<file path="config.mk">
export PLATFORM = sky130hd
export DESIGN_NAME = admittance_axis_step_core
export DESIGN_NICKNAME = d
export VERILOG_FILES = /design/src/sv/aas_pkg.sv /design/src/sv/admittance_axis_step_core.sv /design/src/sv/aas_ctrl.sv /design/src/sv/aas_dpath.sv
export SDC_FILE = /design/constraint.sdc
export NUM_CORES = 2
export LEC_CHECK = 0
export BUFFER_PORTS_ARGS = -buffer_cell sky130_fd_sc_hd__buf_2
export CORE_MARGIN = 4
export CORE_UTILIZATION = 45
export CTS_CLUSTER_DIAMETER = 60
export CTS_CLUSTER_SIZE = 8
export DETAILED_ROUTE_END_ITERATION = 10
export PLACE_DENSITY_LB_ADDON = 0.08
export SYNTH_ARGS = -nofsm -noshare
export SYNTH_HDL_FRONTEND = slang
export SYNTH_HIERARCHICAL = 1
export SYNTH_SLANG_ARGS = --single-unit
</file>
<file path="constraint.sdc">
create_clock -name clock -period 29.1 [get_ports clock]
set_input_delay 8.73 -clock clock [delete_from_list [all_inputs] [get_ports clock]]
set_output_delay 8.73 -clock clock [all_outputs]
set_load 0.05 [all_outputs]
</file>
<file path="src/sv/aas_pkg.sv">
package aas_pkg;

   // Field and datapath widths
   localparam int DATA_W     = 32;
   localparam int AXIS_W     = 3;
   localparam int AXES       = 6;
   localparam int DT_W       = 31;
   localparam int MUL_A_W    = DATA_W + 1;
   localparam int PROD_W     = 64;
   localparam int RND_W      = 48;
   localparam int SUM_W      = 50;
   localparam int CSR_ADDR_W = 2;
   localparam int REQ_DATA_W = 6 * DATA_W;
   localparam int RSP_DATA_W = 4 * DATA_W;
   localparam int RSP_USER_W = AXIS_W + 1;

   // Rounding offset for Q32.32 -> Q16.16, half up
   localparam logic signed [PROD_W-1:0] RND_HALF = PROD_W'(32768);

   // Register indexes
   localparam logic [CSR_ADDR_W-1:0] REG_KPM  = 2'd0;
   localparam logic [CSR_ADDR_W-1:0] REG_BPM  = 2'd1;
   localparam logic [CSR_ADDR_W-1:0] REG_IMASS = 2'd2;
   localparam logic [CSR_ADDR_W-1:0] REG_DT   = 2'd3;

   // Controller states
   typedef enum logic [3:0] {
      ST_IDLE,
      ST_LOAD,
      ST_KP0,
      ST_BV0,
      ST_DTV,
      ST_ACC,
      ST_DTA,
      ST_KP1,
      ST_BV1,
      ST_SUB1,
      ST_DONE
   } state_type;

   // Multiplier operand pair
   typedef enum logic [2:0] {
      MS_IMF,
      MS_KPOS,
      MS_BVEL,
      MS_DTV,
      MS_DTA
   } mul_sel_type;

   typedef struct packed {
      mul_sel_type mul_sel;
      logic        latch_in;   // capture request word
      logic        load_state; // fetch or seed deviation of the axis
      logic        ld_imf;     // sum = im*F
      logic        sub_prod;   // sum -= product
      logic        sat_acc;    // acc = sat(sum)
      logic        restart;    // sum = im*F again
      logic        upd_pos;    // pos = sat(pos + dt*vel)
      logic        upd_vel;    // vel = sat(vel + dt*acc)
      logic        finish;     // write back state, load output word
   } cmd_type;

   typedef struct packed {
      logic axis_ok;
   } stat_type;

   typedef struct packed {
      logic signed [DATA_W-1:0] val;
      logic                     clip;
   } sat_type;

   // Saturate a wide sum to 32 bit signed
   function automatic sat_type sat32(input logic signed [SUM_W-1:0] v);
      sat_type r;
      if ((&v[SUM_W-1:DATA_W-1]) || !(|v[SUM_W-1:DATA_W-1])) begin
         r.val  = v[DATA_W-1:0];
         r.clip = 1'b0;
      end else begin
         r.val  = v[SUM_W-1] ? {1'b1, {(DATA_W-1){1'b0}}} : {1'b0, {(DATA_W-1){1'b1}}};
         r.clip = 1'b1;
      end
      return r;
   endfunction

endpackage

</file>
<file path="src/sv/admittance_axis_step_core.sv">
// A request word is accepted in IDLE and steps through the sequencer to DONE,
// which loads the result word once the output is free; an axis index outside
// the range goes from LOAD straight to DONE. No new word is taken until then;
// the single shared 33x32 multiplier forms seven products per word in turn.
// Reset (synchronous, active high) restores register defaults and marks every
// axis as not started; the first word of an axis seeds its deviation.
module admittance_axis_step_core (
   input  logic                                clock,
   input  logic                                reset,
   input  logic                                req_tvalid,
   output logic                                req_tready,
   // des_pos, des_vel, act_pos, act_vel, act_force, des_force
   input  logic [aas_pkg::REQ_DATA_W-1:0]      req_tdata,
   // axis
   input  logic [aas_pkg::AXIS_W-1:0]          req_tuser,
   output logic                                rsp_tvalid,
   input  logic                                rsp_tready,
   // cmd_pos, cmd_vel, cmd_acc, cmd_force
   output logic [aas_pkg::RSP_DATA_W-1:0]      rsp_tdata,
   // out_axis, clipped
   output logic [aas_pkg::RSP_USER_W-1:0]      rsp_tuser,
   input  logic                                csr_we,
   input  logic [aas_pkg::CSR_ADDR_W-1:0]      csr_addr,
   input  logic [aas_pkg::DATA_W-1:0]          csr_wdata
);
   import aas_pkg::*;

   cmd_type  cmd;
   stat_type stat;

   aas_ctrl u_ctrl (
      .clock      (clock),
      .reset      (reset),
      .req_tvalid (req_tvalid),
      .req_tready (req_tready),
      .rsp_tvalid (rsp_tvalid),
      .rsp_tready (rsp_tready),
      .stat       (stat),
      .cmd        (cmd)
   );

   aas_dpath u_dpath (
      .clock     (clock),
      .reset     (reset),
      .req_tdata (req_tdata),
      .req_tuser (req_tuser),
      .rsp_tdata (rsp_tdata),
      .rsp_tuser (rsp_tuser),
      .csr_we    (csr_we),
      .csr_addr  (csr_addr),
      .csr_wdata (csr_wdata),
      .cmd       (cmd),
      .stat      (stat)
   );

endmodule

</file>
<file path="src/sv/aas_ctrl.sv">
module aas_ctrl (
   input  logic              clock,
   input  logic              reset,
   input  logic              req_tvalid,
   output logic              req_tready,
   output logic              rsp_tvalid,
   input  logic              rsp_tready,
   input  aas_pkg::stat_type stat,
   output aas_pkg::cmd_type  cmd
);
   import aas_pkg::*;

   state_type state_ff, state_in;
   logic      rsp_valid_ff, rsp_valid_in;
   logic      out_free;

   assign out_free   = !rsp_valid_ff || rsp_tready;
   assign req_tready = (state_ff == ST_IDLE);
   assign rsp_tvalid = rsp_valid_ff;

   // State and output-valid registers
   always_ff @(posedge clock) begin
      if (reset) begin
         state_ff     <= ST_IDLE;
         rsp_valid_ff <= 1'b0;
      end else begin
         state_ff     <= state_in;
         rsp_valid_ff <= rsp_valid_in;
      end
   end

   // Sequencer: one product per cycle through the shared multiplier; DONE waits for a free output
   always_comb begin
      state_in     = state_ff;
      cmd          = '0;
      cmd.mul_sel  = MS_IMF;
      rsp_valid_in = rsp_valid_ff && !rsp_tready;
      case (state_ff)
         ST_IDLE: begin
            if (req_tvalid) begin
               cmd.latch_in = 1'b1;
               state_in     = ST_LOAD;
            end
         end
         ST_LOAD: begin
            cmd.load_state = 1'b1;
            cmd.mul_sel    = MS_IMF;
            state_in       = stat.axis_ok ? ST_KP0 : ST_DONE;
         end
         ST_KP0: begin
            cmd.mul_sel = MS_KPOS;
            cmd.ld_imf  = 1'b1;
            state_in    = ST_BV0;
         end
         ST_BV0: begin
            cmd.mul_sel  = MS_BVEL;
            cmd.sub_prod = 1'b1;
            state_in     = ST_DTV;
         end
         ST_DTV: begin
            cmd.mul_sel  = MS_DTV;
            cmd.sub_prod = 1'b1;
            state_in     = ST_ACC;
         end
         ST_ACC: begin
            cmd.sat_acc = 1'b1;
            cmd.restart = 1'b1;
            cmd.upd_pos = 1'b1;
            state_in    = ST_DTA;
         end
         ST_DTA: begin
            cmd.mul_sel = MS_DTA;
            state_in    = ST_KP1;
         end
         ST_KP1: begin
            cmd.mul_sel = MS_KPOS;
            cmd.upd_vel = 1'b1;
            state_in    = ST_BV1;
         end
         ST_BV1: begin
            cmd.mul_sel  = MS_BVEL;
            cmd.sub_prod = 1'b1;
            state_in     = ST_SUB1;
         end
         ST_SUB1: begin
            cmd.sub_prod = 1'b1;
            state_in     = ST_DONE;
         end
         ST_DONE: begin
            if (out_free) begin
               cmd.finish   = 1'b1;
               rsp_valid_in = 1'b1;
               state_in     = ST_IDLE;
            end
         end
         default: begin
            state_in = ST_IDLE;
         end
      endcase
   end

endmodule

</file>
<file path="src/sv/aas_dpath.sv">
module aas_dpath (
   input  logic                                  clock,
   input  logic                                  reset,
   input  logic [aas_pkg::REQ_DATA_W-1:0]        req_tdata,
   input  logic [aas_pkg::AXIS_W-1:0]            req_tuser,
   output logic [aas_pkg::RSP_DATA_W-1:0]        rsp_tdata,
   output logic [aas_pkg::RSP_USER_W-1:0]        rsp_tuser,
   input  logic                                  csr_we,
   input  logic [aas_pkg::CSR_ADDR_W-1:0]        csr_addr,
   input  logic [aas_pkg::DATA_W-1:0]            csr_wdata,
   input  aas_pkg::cmd_type                      cmd,
   output aas_pkg::stat_type                     stat
);
   import aas_pkg::*;

   // Configuration
   logic signed [DATA_W-1:0] kpm_ff, bpm_ff, imass_ff;
   logic        [DT_W-1:0]   dt_ff;

   // Captured request word
   logic        [AXIS_W-1:0] axis_ff;
   logic signed [DATA_W-1:0] dpos_ff, dvel_ff, apos_ff, avel_ff, force_ff, dforce_ff;

   // Per-axis deviation state
   logic signed [DATA_W-1:0] dev_pos_ff [AXES];
   logic signed [DATA_W-1:0] dev_vel_ff [AXES];
   logic        [AXES-1:0]   started_ff;

   // Working registers
   logic signed [DATA_W-1:0] pos_ff, vel_ff, acc_ff;
   logic signed [PROD_W-1:0] prod_ff;
   logic signed [RND_W-1:0]  imf_ff;
   logic signed [SUM_W-1:0]  sum_ff;
   logic                     clip_ff;

   // Output word
   logic        [AXIS_W-1:0] o_axis_ff;
   logic signed [DATA_W-1:0] o_pos_ff, o_vel_ff, o_acc_ff, o_force_ff;
   logic                     o_clip_ff;

   logic                     axis_ok;
   logic        [AXIS_W-1:0] ax_idx;
   logic signed [MUL_A_W-1:0] mul_a;
   logic signed [DATA_W-1:0] mul_b;
   logic signed [MUL_A_W+DATA_W-1:0] prod_full;
   logic signed [PROD_W-1:0] prod_rnd;
   logic signed [RND_W-1:0]  rnd;
   sat_type                  init_p, init_v, new_p, new_v, acc_s;
   sat_type                  fin_a, fin_p, fin_v;

   assign axis_ok      = (axis_ff < AXIS_W'(AXES));
   assign stat.axis_ok = axis_ok;
   assign ax_idx       = axis_ok ? axis_ff : '0;

   // Configuration writes
   always_ff @(posedge clock) begin
      if (reset) begin
         kpm_ff   <= '0;
         bpm_ff   <= '0;
         imass_ff <= DATA_W'(65536);
         dt_ff    <= DT_W'(66);
      end else if (csr_we) begin
         case (csr_addr)
            REG_KPM:   kpm_ff   <= csr_wdata;
            REG_BPM:   bpm_ff   <= csr_wdata;
            REG_IMASS: imass_ff <= csr_wdata;
            REG_DT:    dt_ff    <= csr_wdata[DT_W-1:0];
            default: begin
            end
         endcase
      end
   end

   // Request capture
   always_ff @(posedge clock) begin
      if (cmd.latch_in) begin
         axis_ff   <= req_tuser;
         dpos_ff   <= req_tdata[0*DATA_W +: DATA_W];
         dvel_ff   <= req_tdata[1*DATA_W +: DATA_W];
         apos_ff   <= req_tdata[2*DATA_W +: DATA_W];
         avel_ff   <= req_tdata[3*DATA_W +: DATA_W];
         force_ff  <= req_tdata[4*DATA_W +: DATA_W];
         dforce_ff <= req_tdata[5*DATA_W +: DATA_W];
      end
   end

   // Shared multiplier operand select, product registered
   always_comb begin
      case (cmd.mul_sel)
         MS_IMF: begin
            mul_a = MUL_A_W'(imass_ff);
            mul_b = force_ff;
         end
         MS_KPOS: begin
            mul_a = MUL_A_W'(kpm_ff);
            mul_b = pos_ff;
         end
         MS_BVEL: begin
            mul_a = MUL_A_W'(bpm_ff);
            mul_b = vel_ff;
         end
         MS_DTV: begin
            mul_a = $signed({2'b00, dt_ff});
            mul_b = vel_ff;
         end
         MS_DTA: begin
            mul_a = $signed({2'b00, dt_ff});
            mul_b = acc_ff;
         end
         default: begin
            mul_a = '0;
            mul_b = '0;
         end
      endcase
   end

   assign prod_full = mul_a * mul_b;

   always_ff @(posedge clock) begin
      prod_ff <= prod_full[PROD_W-1:0];
   end

   // Round half up to Q16.16
   assign prod_rnd = prod_ff + RND_HALF;
   assign rnd      = prod_rnd[RND_W+15:16];

   // Saturating adders
   assign init_p = sat32(SUM_W'(apos_ff) - SUM_W'(dpos_ff));
   assign init_v = sat32(SUM_W'(avel_ff) - SUM_W'(dvel_ff));
   assign new_p  = sat32(SUM_W'(pos_ff) + SUM_W'(rnd));
   assign new_v  = sat32(SUM_W'(vel_ff) + SUM_W'(rnd));
   assign acc_s  = sat32(sum_ff);
   assign fin_a  = sat32(sum_ff);
   assign fin_p  = sat32(SUM_W'(dpos_ff) + SUM_W'(pos_ff));
   assign fin_v  = sat32(SUM_W'(dvel_ff) + SUM_W'(vel_ff));

   // Working state of the item in flight
   always_ff @(posedge clock) begin
      if (cmd.load_state) begin
         if (started_ff[ax_idx]) begin
            pos_ff  <= dev_pos_ff[ax_idx];
            vel_ff  <= dev_vel_ff[ax_idx];
            clip_ff <= 1'b0;
         end else begin
            pos_ff  <= init_p.val;
            vel_ff  <= init_v.val;
            clip_ff <= init_p.clip | init_v.clip;
         end
      end else begin
         if (cmd.upd_pos) begin
            pos_ff <= new_p.val;
         end
         if (cmd.upd_vel) begin
            vel_ff <= new_v.val;
         end
         clip_ff <= clip_ff | (cmd.upd_pos & new_p.clip) | (cmd.upd_vel & new_v.clip)
                    | (cmd.sat_acc & acc_s.clip);
      end
      if (cmd.sat_acc) begin
         acc_ff <= acc_s.val;
      end
      if (cmd.ld_imf) begin
         imf_ff <= rnd;
         sum_ff <= SUM_W'(rnd);
      end else if (cmd.restart) begin
         sum_ff <= SUM_W'(imf_ff);
      end else if (cmd.sub_prod) begin
         sum_ff <= sum_ff - SUM_W'(rnd);
      end
   end

   // Deviation store, seeded on the first word of each axis
   always_ff @(posedge clock) begin
      if (reset) begin
         started_ff <= '0;
      end else if (cmd.finish && axis_ok) begin
         started_ff[ax_idx] <= 1'b1;
      end
   end

   always_ff @(posedge clock) begin
      if (cmd.finish && axis_ok) begin
         dev_pos_ff[ax_idx] <= pos_ff;
         dev_vel_ff[ax_idx] <= vel_ff;
      end
   end

   // Output word register
   always_ff @(posedge clock) begin
      if (cmd.finish) begin
         o_axis_ff  <= axis_ff;
         o_force_ff <= dforce_ff;
         if (axis_ok) begin
            o_pos_ff  <= fin_p.val;
            o_vel_ff  <= fin_v.val;
            o_acc_ff  <= fin_a.val;
            o_clip_ff <= clip_ff | fin_p.clip | fin_v.clip | fin_a.clip;
         end else begin
            o_pos_ff  <= dpos_ff;
            o_vel_ff  <= dvel_ff;
            o_acc_ff  <= '0;
            o_clip_ff <= 1'b0;
         end
      end
   end

   assign rsp_tdata = {o_force_ff, o_acc_ff, o_vel_ff, o_pos_ff};
   assign rsp_tuser = {o_clip_ff, o_axis_ff};

endmodule

</file>
==> summary.txt <==
Outcome
  – Status: complete, no violations

Synthesis
  – Mapped Area: around 0.093 mm2
  – Post-Synthesis Net Count: 10980
  – Synth Register Bits: around 1100
  – Sequential-to-total area share from yosys stat: approximately a third
  – Top_reg_cell synth: edfxtp_1
  – Post-Syn Area per Cell: 10.12 um2
  – Mapped Cells: 9202
  – Post-synthesis async set-or-reset flop share: 0%
  – EDFF count, synth: between 900 and 1000
  – Synth unique cells: 102
  – Top-count cell post-synth: inv_1
  – Most common library cells after synthesis: inv_1, nand2_1, fa_1
  – Synth top area cells: edfxtp_1, fa_1, ha_1, inv_1, nand2_1
  – Synth warnings: 6
  – Synth area leader: edfxtp_1
  – Share of the synthesized area in the top cell type: 29.19%

Global route
  – Vias in the first global route: 72060
  – GRT Total Usage: about 30%
  – Initial antenna violation count: 15
  – GRT Residual Overflow: 0
  – First-pass GRT wire length: 473.7 mm
  – Largest net degree at the start of global routing: approximately 150

Flow run
  – Max Cap Viol: 0

Final layout
  – Ratio of cells with drive above 1 in the final layout: 9.697%
  – Layout Cells excl Fill: 12270
  – Area Growth Syn to Fin: 11.19%
  – Final net count: 11260
  – Layout Utilization: 50.44%

Clocking
  – Worst skew pair latency: between 0.8 and 0.9 ns
  – Post-CTS sizing: 0
  – Root buffer cell: clkbuf_16
  – Setup bufs post-CTS: 0
  – Clock tree buffer depth: 3
  – Hold_buf cts: 0
  – H-tree depth: 4
  – CTS clock-pin slew for the worst setup and hold paths: 0.05 ns
  – CTS tree: done
  – CTS Sinks: roughly 1100
  – CTS Buf Count: 166

Floorplanning
  – I/O pin count: 368
  – Initial Utilization: a little under half
  – Core Box Area: 0.2052 mm2
  – # rows: 166
  – Die width: 462.8 um
  – Die H: between 400 and 500 um
  – Die area: approximately 0.21 mm2

STA
  – Least-Margin Pin Slew: 1.406 ns
  – Setup TNS: 0 ns
  – Tmin final: approximately 13 ns
  – Slew Viols, Final: 0
  – Setup Skew: about 0.076 ns
  – Slew headroom: 5.945%
  – Final setup fails: 0
  – RSZ-0062 raised after global routing: no
  – Final period utilization: 43.25%
  – Final hold viol count: 0
  – Fmax: 0.07945 GHz

Place
  – DP HPWL: 247.1 mm
  – Dpl cells: approximately 12000
  – Routability-driven placement congestion ratio: 0.9386
  – Port bufs: 367

Routing
  – Antenna-violating nets left: 0
  – Via count: 71770
  – DRC: 0
  – WL/cell: 26.18 um
  – Final wirelength: 321.1 mm
  – DRT iter0 DRCs: 6473
  – TritonRoute pass-1 iters: 6
  – Vias per cell: about 5.9

Worst hold path
  – Hold crit path type: flip-flop to flip-flop

Critical path
  – CP Capture Type: flip-flop
  – Worst path top cell family by delay: adder cells
  – Worst setup path class: flip-flop to flip-flop
  – Nature of the critical path startpoint: flip-flop
  – CP max-delay cell: a211oi_1
  – Crit-path max cell delay: 1.08 ns
  – Crit Path Max Fanout: 58
  – Worst EP arrival: 13.29 ns
  – Worst path required time: between 20 and 30 ns
  – Critical Path Most Common Cell: fa_1
  – CP bufs+invs: 8

Pwr
  – Leakage: 43.67 nW
  – Pwr dens: 115.6 mW/mm2
  – Worst VDD drop: 0.1541 mV
registers in the layout (all words and copies together) (netlist names), 48 cells and up:
register and flops:
u_dpath/dev_vel_ff 192, u_dpath/prod_ff 49, u_dpath/dev_pos_ff 192, u_dpath/imf_ff 48
u_dpath/sum_ff 50
placed cells by master, fill, tap and decap left out, types with 184 or more instances in the layout:
cell and instances:
ha_1 455, dfxtp_1 188, nand2_1 1224, o21ai_0 263, a21o_1 198, edfxtp_1 905, xnor2_1 191, buf_2 366
nor2_1 750, inv_1 1243, a21oi_1 513, buf_4 184, fa_1 1088
power breakdown:
group          switching [W]  total (W)  internal, W
sequential          0.000205    0.00227      0.00207
clock               0.000745    0.00185      0.00110
combinational        0.00487    0.00784      0.00297
total                0.00582     0.0120      0.00615
kinds of logic after synthesis:
group	count (synthesis)	synth area share, %
muxes	117	2.159
AOI/OAI and AO/OA	1787	12.71
buffers and inverters	1690	6.872
and+or+nand+nor	2632	12.28
adders and majority gates	1562	29.73
DFF	1093	33.24
xor gates and xnor gates	321	3.020
worst reg2reg max path, delay by kind of cell (launching register included):
family	cells	cell delay, ns
buf+inv	8	1.76
simple gates	9	2.48
compound gates	9	3.35
fa+ha+maj	9	4.31
flops	1	0.58
stage by stage:
step	cell area, um2	hold WS (ns)	setup WS (ns)	power (W)
2_1_floorplan	93090	0.4003	12.18	0.007683
3_3_place_gp	98400	0.4004	16.63	0.009994
3_5_place_dp	98400	0.4045	16.51	0.01007
4_1_cts	103500	0.4113	16.52	0.01198
5_1_grt	103500	0.4169	15.80	0.01290
6_report	103500	0.4082	16.51	0.01197
final cells by class:
cell class                      count  area [um2]
Antenna cell                        7       17.52
Clock buffer                      224        4393
Clock inverter                     35       688.2
Fill cell                       18890      101700
Inverter                         1247        4681
Multi-Input combinational cell   6419       56170
Sequential cell                  1093       30940
Tap cell                         2688        3363
Timing Repair Buffer              552        3253
routing by layer:
layer  share of wire [%]  global-route usage [%]  wire length (um)
met5               0.040                  0.3788               127
met4                 4.2                   10.65             13360
met3                 7.3                   5.154             23570
met2                  46                   46.68            147600
met1                  42                   41.12            136400
path summary, 6_finish.rpt:
| check | depth (start not counted) | from | end | slack [ns] |
|---|---|---|---|---|
| worst min register to register | 0 | u_dpath/dforce_ff[17] | u_dpath/o_force_ff[17] | 0.41 |
| worst min-delay path | 0 | u_dpath/dforce_ff[17] | u_dpath/o_force_ff[17] | 0.41 |
| worst max-delay path | 35 | u_ctrl/state_ff[0] | u_dpath/prod_ff[61] | 16.51 |
| worst max register to register | 35 | u_ctrl/state_ff[0] | u_dpath/prod_ff[61] | 16.51 |
(Power assumes the default switching activity.)
